## src/rtl/core/pcl_pkg.sv

```systemverilog
// Shared widths, operation codes and controller/datapath link types for the labeller.
package pcl_pkg;

    localparam int GRID_SIZE_DEF = 64;

    localparam int OP_W    = 2;
    localparam int ROW_W   = 6;
    localparam int COL_W   = 6;
    localparam int LABEL_W = 13;
    localparam int STEP_W  = 16;

    localparam logic [STEP_W-1:0] MAX_STEPS_RST = 16'd1024;

    localparam logic [OP_W-1:0] OP_WRITE = 2'd0;
    localparam logic [OP_W-1:0] OP_RUN   = 2'd1;
    localparam logic [OP_W-1:0] OP_READ  = 2'd2;

    typedef logic [LABEL_W-1:0] label_t;

    // controller to datapath
    typedef struct packed {
        logic idle;
        logic sweep_start;
        logic flip;
        logic perc_start;
        logic resp_push;
        logic perc_flag;
        logic conv_flag;
    } pcl_cmd_t;

    // datapath to controller
    typedef struct packed {
        logic run_acc;
        logic p_free;
        logic sweep_done;
        logic changed;
        logic perc_done;
        logic hit;
    } pcl_stat_t;

endpackage

```

## src/rtl/core/pcl_ctrl.sv

```systemverilog
// Run sequencer: sweep count, convergence and percolation flags, limit register.
module pcl_ctrl (
    input  logic                         clk,
    input  logic                         rst_n,
    input  logic                         cfg_we,
    input  logic [pcl_pkg::STEP_W-1:0]   cfg_data,
    input  pcl_pkg::pcl_stat_t           stat,
    output pcl_pkg::pcl_cmd_t            cmd
);

    localparam logic [2:0] ST_IDLE      = 3'd0;
    localparam logic [2:0] ST_CHECK     = 3'd1;
    localparam logic [2:0] ST_SWEEP     = 3'd2;
    localparam logic [2:0] ST_SWEEP_END = 3'd3;
    localparam logic [2:0] ST_PERC      = 3'd4;
    localparam logic [2:0] ST_RESP      = 3'd5;

    logic [2:0]                  state_reg, state_next;
    logic [pcl_pkg::STEP_W-1:0]  max_steps_reg;
    logic [pcl_pkg::STEP_W-1:0]  step_reg, step_next;
    logic                        perc_flag_reg, perc_flag_next;
    logic                        conv_flag_reg, conv_flag_next;

    // next state and commands
    always_comb
    begin
        state_next      = state_reg;
        step_next       = step_reg;
        perc_flag_next  = perc_flag_reg;
        conv_flag_next  = conv_flag_reg;
        cmd             = '0;
        cmd.idle        = (state_reg == ST_IDLE);
        cmd.perc_flag   = perc_flag_reg;
        cmd.conv_flag   = conv_flag_reg;
        unique case (state_reg)
            ST_IDLE:
            begin
                if (stat.run_acc)
                begin
                    step_next  = '0;
                    state_next = ST_CHECK;
                end
            end
            ST_CHECK:
            begin
                if (step_reg == max_steps_reg)
                begin
                    conv_flag_next = 1'b0;
                    cmd.perc_start = 1'b1;
                    state_next     = ST_PERC;
                end
                else
                begin
                    cmd.sweep_start = 1'b1;
                    state_next      = ST_SWEEP;
                end
            end
            ST_SWEEP:
            begin
                if (stat.sweep_done)
                begin
                    state_next = ST_SWEEP_END;
                end
            end
            ST_SWEEP_END:
            begin
                cmd.flip = 1'b1;
                if (!stat.changed)
                begin
                    conv_flag_next = 1'b1;
                    cmd.perc_start = 1'b1;
                    state_next     = ST_PERC;
                end
                else
                begin
                    step_next  = step_reg + 1'b1;
                    state_next = ST_CHECK;
                end
            end
            ST_PERC:
            begin
                if (stat.perc_done)
                begin
                    perc_flag_next = stat.hit;
                    state_next     = ST_RESP;
                end
            end
            ST_RESP:
            begin
                cmd.resp_push = stat.p_free;
                if (stat.p_free)
                begin
                    state_next = ST_IDLE;
                end
            end
            default:
            begin
                state_next = ST_IDLE;
            end
        endcase
    end

    // hold state, flags and limit
    always_ff @(posedge clk or negedge rst_n)
    begin
        if (!rst_n)
        begin
            state_reg     <= ST_IDLE;
            step_reg      <= '0;
            perc_flag_reg <= 1'b0;
            conv_flag_reg <= 1'b0;
            max_steps_reg <= pcl_pkg::MAX_STEPS_RST;
        end
        else
        begin
            state_reg     <= state_next;
            step_reg      <= step_next;
            perc_flag_reg <= perc_flag_next;
            conv_flag_reg <= conv_flag_next;
            if (cfg_we)
            begin
                max_steps_reg <= cfg_data;
            end
        end
    end

endmodule

```

## config.mk

```make
export PLATFORM = sky130hd
export DESIGN_NAME = pcl_ctrl
export DESIGN_NICKNAME = d
export VERILOG_FILES = /design/src/rtl/core/pcl_pkg.sv /design/src/rtl/core/pcl_ctrl.sv
export SDC_FILE = /design/constraint.sdc
export NUM_CORES = 1
export LEC_CHECK = 0
export ABC_AREA = 1
export BUFFER_PORTS_ARGS = -buffer_cell sky130_fd_sc_hd__buf_2
export CORE_AREA = 2 2 70 72
export DETAILED_ROUTE_END_ITERATION = 7
export DIE_AREA = 0 0 72 74
export PLACE_DENSITY = 0.72
export RECOVER_POWER = 50
export SLEW_MARGIN = 20
export SYNTH_ARGS = -nofsm -noshare
export SYNTH_HDL_FRONTEND = slang
export SYNTH_SLANG_ARGS = --single-unit
```

## constraint.sdc

```tcl
create_clock -name clk -period 1.3 [get_ports clk]
set_input_delay 0.065 -clock clk [delete_from_list [all_inputs] [get_ports clk]]
set_output_delay 0.065 -clock clk [all_outputs]
set_load 0.005 [all_outputs]
```

==> metrics, run 1 <==
Clock Skew=about 0.012 ns; Peak Freq=between 600 and 700 MHz; Power Dens Cells=between 1000 and 1500 nW/um^2; Clk network pwr share=0.167; clock root buffer=clkbuf_8; Final Cycle Share=1.258; n_diodes=0; FF+latch count, synth=37; Post-Syn Area per Cell=slightly below 7 sq um; Yosys Warn Count=0; vias in the first global route=roughly 2200; final hold vios=0; Post-Route Setup TNS=-4.303 ns; outcome=finished with violations; worst r2r src=state_reg[1]; 1st-iter DRT viols=around 140; Crit path required time=approximately 1.2 ns; crit start category=flip-flop; Crit path max-delay family=simple AND/OR/NAND/NOR gates; die area=5328 sq um; Via density=4.947; crit end category=output pin; die height=between 70 and 80 microns; peak supply drop=between 0.0008 and 0.0009 V; Worst Tran Pin Value=between 0.8 and 0.9 ns; DRT Wirelength=about 6300 microns; Pins Over Slew Limit=0; IO buf count=31; hold slack=roughly 0.04 ns; CP max stage delay=approximately 0.44 ns; GRT Total Usage=0.2381; Net Sw Frac=0.3903; Crit Path Class=flip-flop to output pin; layout filler cell count=360; core area=roughly 4600 sq um; Worst Path Buf+Inv=3; synthesized cell area=2212 sq um; largest net degree at the start of global routing=38; DRC Markers=0; Avg WL per Cell=roughly 13 microns; H-tree Lvls=2; Bufs on Longest Clock Path=2; Setup crit start=step_reg[0]; most frequent cell on the critical path=nand2_1; Internal Power=slightly below 3000 uW; sequential share of power=0.301; Final setup viols=23; initial antenna violation count=0; GPL Wtd Cong=0.8956; share of cells above drive strength 1=0.3464; final worst slack=-0.3350 ns; largest cells by area after synthesis=dfrtp_1, nand2_1, inv_1, o21ai_0, nand3_1; Critical R2R Capture=step_reg[6]; Core Rows=25; Synth top area share=0.4072; Leakage=~0.0017 uW; via count=~2400; worst reg-to-reg path cell count=8; Tmin final=approximately 1.6 ns; Sink Count=37; CTS buffer count=5; first-pass GRT wire length=just under 10000 microns; nets=about 460; I/O pin cnt=32; Crit-path slowest cell=dfrtp_1; Post-Syn Instances=about 320; Synth area leader=dfrtp_1; unrepaired setup endpoints after global routing=true; multi-input logic area=1137 sq um; Place WS=-0.08733 ns; Worst path depth=10; sw power=between 1500 and 2000 uW; CP endpoint=cmd[5]; DRT Pass-1 Iters=5; Critical Path AT=around 1.6 ns; failing checks=negative setup slack; Primary FF master, synth=dfrtp_1; Combinational Power Share=0.532; sequential cell area=around 930 sq um; worst hold path type=primary input to flip-flop; Final HPWL DP=just under 4000 microns; Post-synth EDFFs=0; post-route ant nets=0; critical path cell sequence=inv_2 > nand2_1 > nand2_1 > nor2_1 > nand2_1 > nor2_2 > nand2_1 > nand2_1 > inv_1 > buf_2; Worst slew margin=0.4152; dpl cells=~440; Initial Utilization=0.4811; Distinct cells, synth=26; worst skew pair latency=approximately 0.3 ns; synthesized net count=350; CTS tree=built; reg2reg setup slack=-0.26 ns; CP Max Fanout=4; Area Growth Syn to Fin=48.81%; Async S/R FF share, synth=1.000; fin cells=~500; sequential share of the synthesized area=0.4191; max_cap viols=0; gr ovfl total=0; Clock transition at path regs=approximately 0.08 ns; Die X=around 72 microns
[stage by stage]
| step | total power [uW] | cell area, sq um | util |
|---|---|---|---|
| after floorplan | 2504 | 2212 | - |
| after global placement | 3047 | 2669 | 0.5804 |
| after detailed placement | 3097 | 2669 | 0.5804 |
| after CTS | 4539 | 3114 | 0.6773 |
| after global routing | 5017 | 3292 | 0.7159 |
| final | 4755 | 3292 | 0.7159 |
[worst min-delay path by stage]
stage,cells past startpoint,to,slack [ns],from
after CTS,3,max_steps_reg[10],0.04,cfg_data[10]
after global routing,3,max_steps_reg[10],0.08,cfg_data[10]
after global placement,2,max_steps_reg[11],0.14,rst_n
after floorplan,0,conv_flag_reg,-0.23,rst_n
final,3,max_steps_reg[10],0.04,cfg_data[10]
after detailed placement,2,max_steps_reg[11],0.14,rst_n
[power groups by stage]
| stage | sequential, uW | clock, uW | combinational [uW] |
|---|---|---|---|
| 2_1_floorplan | 1450 | 0 | 1050 |
| 3_3_place_gp | 1450 | 0 | 1590 |
| 3_5_place_dp | 1460 | 0 | 1630 |
| 4_1_cts | 1430 | 806 | 2310 |
| 5_1_grt | 1450 | 848 | 2720 |
| 6_report | 1430 | 795 | 2530 |
[cell type report]
type | count | share of cell area
timing repair buffer | 109 | 0.2573
clock buffer | 7 | 0.02319
timing repair inverter | 1 | 0.003421
tap | 54 | 0.02052
multi-input combinational | 225 | 0.3455
inverter | 53 | 0.06651
sequential | 37 | 0.2820
clock inverter | 1 | 0.001520
[routing by layer]
layer / vias to the layer above / track usage / share of wire
met5: - / 0 / 0
met4: 0 / 0.07547 / 0.020
met3: 11 / 0.03794 / 0.058
met2: 78 / 0.4053 / 0.49
met1: 1094 / 0.3143 / 0.43
li1: 1226 / - / -
[tightest hold or removal path: stages]
cell,delay [ns]
buf_2,0.08
nand2_1,0.07
o21ai_0,0.09
[Yosys cell counts (2+ instances only)]
cell,n
buf_6,2
buf_4,4
clkbuf_1,3
inv_1,50
inv_2,2
o21ai_2,3
nor3_1,3
nor2_1,24
nand4_1,12
mux2_2,2
dfrtp_1,36
o21ai_1,3
a21oi_1,7
nand3_1,19
o21ai_0,23
nand2_1,121
[layout by cell type, fill, tap and decap left out, types with 2 or more instances in the layout]
cell type	count
a21oi_1	2
nor2_2	6
dfrtp_1	35
o21ai_1	8
nand4_1	12
nor3_1	2
buf_2	30
buf_6	13
o21ai_0	16
a21oi_2	4
clkbuf_1	2
nand2_2	8
mux2_2	2
nand3_1	18
nand2_4	2
nand2_1	111
inv_1	40
buf_4	48
inv_2	10
o21ai_2	5
nor2_4	2
dlygate4sd3_1	17
clkbuf_8	5
nor2_1	17
[kinds of logic (layout without fill, tap and decap cells)]
group                    count (synthesis)  in the layout  share of synthesized area
AO/OA/AOI/OAI                           36             36                    0.08654
adder cells (fa/ha/maj)                  1              1                   0.005655
AND/OR/NAND/NOR                        185            185                     0.3546
flip-flops                              37             37                     0.4191
buffers and inverters                   62            171                     0.1199
XOR/XNOR                                 1              1                   0.003960
multiplexers                             2              2                    0.01018
[what timing repair did]
action	4_1_cts	5_1_grt
endpoints found under the hold margin	52	0
hold buffers	17	0
setup buffers	11	13
setup endpoints to repair	21	26
cloned	1	0
pin swaps	12	11
resized for setup	40	32
Power figures use the tool's default switching activity.
==> inputs of run 2 (changes only) <==
Settings changed: REMOVE_ABC_BUFFERS set to 1, SLEW_MARGIN 20 to 0.
==> run 2 against run 1 <==
Net effect: the flow still finishes with violations (negative setup slack); sequential cell count unchanged; clock skew is 0.0077 ns lower; maximum frequency down 3.1%; clock-buffer cell count is 2 lower; register-to-register slack gained 0.04 ns; highest routed layer unchanged; sequential share of layout area increased by 0.10 points; critical path depth is the same; wire length down 3.9%; first-iteration DRC count shrank 6.5%; combinational power about the same.
==> metrics, run 2 (same netlist as run 1, synthesis figures left out) <==
Critical Path AT=~1.6 ns; nets=~450; Power Total=5247 uW; first-pass GRT wire length=9963 microns; Bufs on Longest Clock Path=2; largest net degree at the start of global routing=21; Worst slew margin=0.6740; Worst Tran Pin Value=0.4890 ns; worst hold path type=primary input to flip-flop; CP Max Fanout=2; Pins Over Slew Limit=0; clock root buffer=clkbuf_8; n_diodes=0; IO buf count=31; Crit path required time=roughly 1.2 ns; post-route ant nets=0; sequential cell area=a little over 900 sq um; Power Dens Cells=1593 nW/um^2; Final HPWL DP=roughly 3900 microns; Peak Freq=592.5 MHz; initial antenna violation count=0; Leakage=roughly 0.0017 uW; core area=around 4600 sq um; DRT Wirelength=approximately 6100 microns; final hold vios=0; Area Growth Syn to Fin=48.87%; Die X=72 microns; commonest non-fill, non-tap cells in the layout=nand2_1, buf_4, inv_1; peak supply drop=between 0.0015 and 0.002 V; unrepaired setup endpoints after global routing=true; outcome=finished with violations; CTS tree=built; Tmin final=approximately 1.7 ns; crit start category=flip-flop; Core Rows=25; vias in the first global route=between 2000 and 2500; Clock transition at path regs=0.08 ns; failing checks=negative setup slack; CTS buffer count=5; Final setup viols=23; hold slack=between 0.01 and 0.015 ns; Avg WL per Cell=roughly 13 microns; Initial Utilization=0.4811; GRT Total Usage=0.2401; die area=5328 sq um; DRC Markers=0; gr ovfl total=0; H-tree Lvls=2; I/O pin cnt=32; die height=74 microns; Place WS=-0.1454 ns; max_cap viols=0; DRT Pass-1 Iters=4; Crit Path Class=flip-flop to output pin; worst skew pair latency=around 0.3 ns; Clock Skew=roughly 0.0045 ns; share of cells above drive strength 1=0.3563; via count=2372; Final Cycle Share=1.298; Sink Count=37; GPL Wtd Cong=0.9516; 1st-iter DRT viols=130; final worst slack=-0.3877 ns; commonest non-fill, non-tap cell in the layout=nand2_1; layout filler cell count=roughly 360; multi-input logic area=~1200 sq um; Via density=between 4 and 5; crit end category=output pin
-- run 2: cell types whose count changed in the layout (fill, tap and decap cells not counted), moves of 4 or more --
cell     change
nand3_1      -4
nand3_2      +4
o21ai_1      -4
buf_4        -9
-- run 2: where the power goes --
part           switching, uW  internal, uW  leakage (uW)
sequential               172          1320      0.000468
clock                    449           763     0.0000681
combinational           1410          1130       0.00117
total                   2030          3210       0.00171
-- run 2: stage by stage --
stage / cells / util / TNS [ns] / cell area (sq um)
after global routing: 475 / 0.7162 / -5.327 / 3293
final: 475 / 0.7162 / -3.850 / 3293
after floorplan: 315 / - / -0.3582 / 2148
after global placement: 437 / 0.5788 / -1.500 / 2661
after CTS: 471 / 0.6743 / -3.285 / 3100
after detailed placement: 437 / 0.5788 / -1.878 / 2661
-- run 2: path summary, 6_finish.rpt --
check	from	endpoint	slack, ns	cells past startpoint
setup / recovery	max_steps_reg[10]	cmd[5]	-0.39	10
hold / removal	cfg_data[6]	max_steps_reg[6]	0.01	2
setup reg to reg	state_reg[2]	step_reg[5]	-0.22	8
hold reg to reg	perc_flag_reg	perc_flag_reg	0.52	1
max in group asynchronous	rst_n	max_steps_reg[10]	0.49	3
min in group asynchronous	rst_n	step_reg[12]	0.26	2
-- run 2: final cells by class --
| class | instances | share of cell area |
|---|---|---|
| sequential | 37 | 0.2831 |
| timing repair buffer | 96 | 0.2249 |
| clock inverter | 3 | 0.01976 |
| tap | 54 | 0.02052 |
| inverter | 53 | 0.06649 |
| clock buffer | 5 | 0.02090 |
| multi-input combinational | 226 | 0.3609 |
| timing repair inverter | 1 | 0.003419 |
-- run 2: timing repair --
action	4_1_cts	5_1_grt
endpoints found under the setup margin	20	26
endpoints found under the hold margin	33	0
buffers inserted	7	7
cloned	2	0
resized for setup	20	59
pin swaps	9	11
hold buffers	17	0
-- run 2: per-layer routing --
layer	global-route usage	vias to the layer above	share of wire
met1	0.3005	1094	0.43
met2	0.4270	57	0.51
met5	0	-	0
met3	0.03252	16	0.037
met4	0.08805	0	0.023
li1	-	1205	-
-- run 2: critical path, cell delays in order (launching register included) --
cell     delay, ns
dfstp_2       0.54
inv_2         0.03
nand2_1       0.05
nand2_1       0.05
nor2_1        0.08
nand2_1       0.10
nor2_2        0.15
nand2_1       0.10
nand2_2       0.09
inv_2         0.04
buf_6         0.10
==> inputs of run 3 (changes only) <==
Settings changed: ABC_CLOCK_PERIOD_IN_PS set to 1300, PLACE_DENSITY 0.72 to unset, PLACE_DENSITY_LB_ADDON set to 0.3, SLEW_MARGIN 0 to 40.
==> run 3 against run 2 <==
Net effect: via count about the same; the run ends with negative hold slack, negative setup slack left; non-clock buffer count grew 5; highest routed layer unchanged; global-route usage fell by 2.2 points; wire length fell by 2.4%; clock power shrank 35%; sequential share of layout area increased by 0.53 points.
==> metrics, run 3 (same netlist as run 1, synthesis figures left out) <==
unrepaired setup endpoints after global routing=true; commonest non-fill, non-tap cells in the layout=nand2_1, buf_4, inv_1; worst hold path type=primary input to flip-flop; IO buf count=31; Critical R2R Capture=conv_flag_reg; initial antenna violation count=0; CP max stage delay=0.53 ns; gr ovfl total=0; die area=between 5000 and 6000 sq um; core area=between 4000 and 5000 sq um; final hold vios=1; Final Cycle Share=1.260; commonest non-fill, non-tap cell in the layout=nand2_1; Net Sw Frac=0.4045; dpl cells=between 400 and 500; Tmin final=around 1.6 ns; nets=451; crit end category=output pin; Crit Path Class=flip-flop to output pin; GPL Wtd Cong=about 0.89; largest net degree at the start of global routing=23; 1st-iter DRT viols=between 90 and 100; Combinational Power Share=0.507; die height=around 74 microns; Hold Crit Start=cfg_data[6]; worst skew pair latency=0.30 ns; WHS Endpoint=max_steps_reg[6]; GRT Total Usage=0.2180; Via density=4.944; crit start category=flip-flop; Avg WL per Cell=~12 microns; Crit-path slowest cell=dfstp_2; via count=about 2400; DRT Wirelength=approximately 6000 microns; Final HPWL DP=about 3800 microns; Worst Tran Pin Value=about 0.99 ns; vias in the first global route=about 2100; Layout Utilization=0.7020; failing checks=negative hold slack, negative setup slack; Area Growth Syn to Fin=45.93%; outcome=finished with violations; peak supply drop=0.001316 V; H-tree Lvls=2; Power Dens Cells=1416 nW/um^2; Peak Freq=between 600 and 700 MHz; Crit path max-delay family=simple AND/OR/NAND/NOR gates; worst r2r src=max_steps_reg[10]; post-route ant nets=0; Die X=about 70 microns; CTS buffer count=5; Sink Count=37; Clk network pwr share=0.172; critical path cell sequence=inv_2 > nand2_1 > nand2_1 > nor2_1 > nand2_1 > nor2_2 > nand2_1 > nand2_2 > inv_1 > buf_2; Leakage=between 0.0015 and 0.002 uW; Clock Skew=between 0.009 and 0.01 ns; most frequent cell on the critical path=nand2_1; first-pass GRT wire length=9066 microns; clock root buffer=clkbuf_8; worst hold stages=2; Clock transition at path regs=around 0.070 ns; sw power=1849 uW; Pins Over Slew Limit=0; n_diodes=0; DRC Markers=0; Crit path required time=approximately 1.2 ns; reg2reg setup slack=-0.13 ns; Critical Path AT=1.57 ns; CTS tree=built; Core Rows=25; worst reg-to-reg path cell count=10; max_cap viols=0; Internal Power=2722 uW; I/O pin cnt=32; Worst slew margin=0.3390; fin cells=480; sequential share of power=0.321; final worst slack=-0.3376 ns; CP Max Fanout=2; DRT Pass-1 Iters=4; layout filler cell count=around 360; Bufs on Longest Clock Path=2; share of cells above drive strength 1=0.3286; Initial Utilization=0.4811; Final setup viols=21; Worst Path Buf+Inv=3; hold slack=-0.0002751 ns
[run 3: changes by cell type in the layout (fill, tap and decap cells not counted), moves of 5 or more]
cell,delta
nand3_2,-5
inv_1,+6
inv_2,-5
buf_6,-5
buf_4,+9
[run 3: power groups by stage]
stage          clock network (uW)  registers, uW  logic [uW]
2_1_floorplan                   0           1460         863
3_3_place_gp                    0           1460        1430
3_5_place_dp                    0           1470        1460
4_1_cts                       800           1460        1690
5_1_grt                       849           1490        2520
6_report                      787           1470        2320
[run 3: worst reg2reg max path, stage by stage (launching register included)]
cell and delay [ns]:
dfstp_2 0.53, inv_2 0.03, nand2_1 0.04, nand2_1 0.05, nor2_1 0.09, nand2_1 0.11
nor2_2 0.13, nand3_1 0.11, buf_4 0.16, nand2_1 0.05, inv_1 0.04
[run 3: layout make-up]
type                       count  area [sq um]  share of cell area
multi-input combinational    226          1161              0.3597
sequential                    37         930.9              0.2884
timing repair buffer         101         760.7              0.2357
inverter                      53         216.5             0.06705
clock buffer                   8         80.08             0.02481
tap                           54         67.56             0.02093
timing repair inverter         1         11.26            0.003488
[run 3: how the worst max path moves through the flow]
| stage | depth (start not counted) | end | slack [ns] | startpoint |
|---|---|---|---|---|
| floorplan | 7 | conv_flag_reg | -0.09 | state_reg[1] |
| global placement | 7 | step_reg[11] | -0.09 | state_reg[1] |
| detailed placement | 7 | step_reg[11] | -0.13 | state_reg[1] |
| CTS | 9 | cmd[3] | -0.34 | max_steps_reg[10] |
| global route | 9 | cmd[3] | -0.43 | step_reg[3] |
| finish | 10 | cmd[5] | -0.34 | max_steps_reg[10] |
[run 3: layer usage]
metal | GRT usage | wire (microns) | up-vias
li1 | - | - | 1218
met1 | 0.2640 | 2581 | 1076
met2 | 0.3868 | 2924 | 63
met3 | 0.04878 | 271 | 16
met4 | 0.07338 | 154 | 0
met5 | 0 | 0 | -
[run 3: stage by stage]
step | TNS [ns] | total power [uW] | area [sq um] | setup slack [ns]
finish | -2.073 | 4571 | 3228 | -0.3376
global route | -3.838 | 4852 | 3228 | -0.4315
CTS | -1.393 | 3952 | 2985 | -0.3383
detailed placement | -1.605 | 2933 | 2684 | -0.1299
global placement | -1.073 | 2894 | 2684 | -0.09252
floorplan | -0.3582 | 2318 | 2148 | -0.09303
[run 3: repair_timing]
item,CTS,global route
hold buffers,15,1
resized for setup,17,47
gates cloned,0,2
pin swaps,0,13
endpoints found under the hold margin,29,1
setup buffers,4,11
setup endpoints to repair,20,24
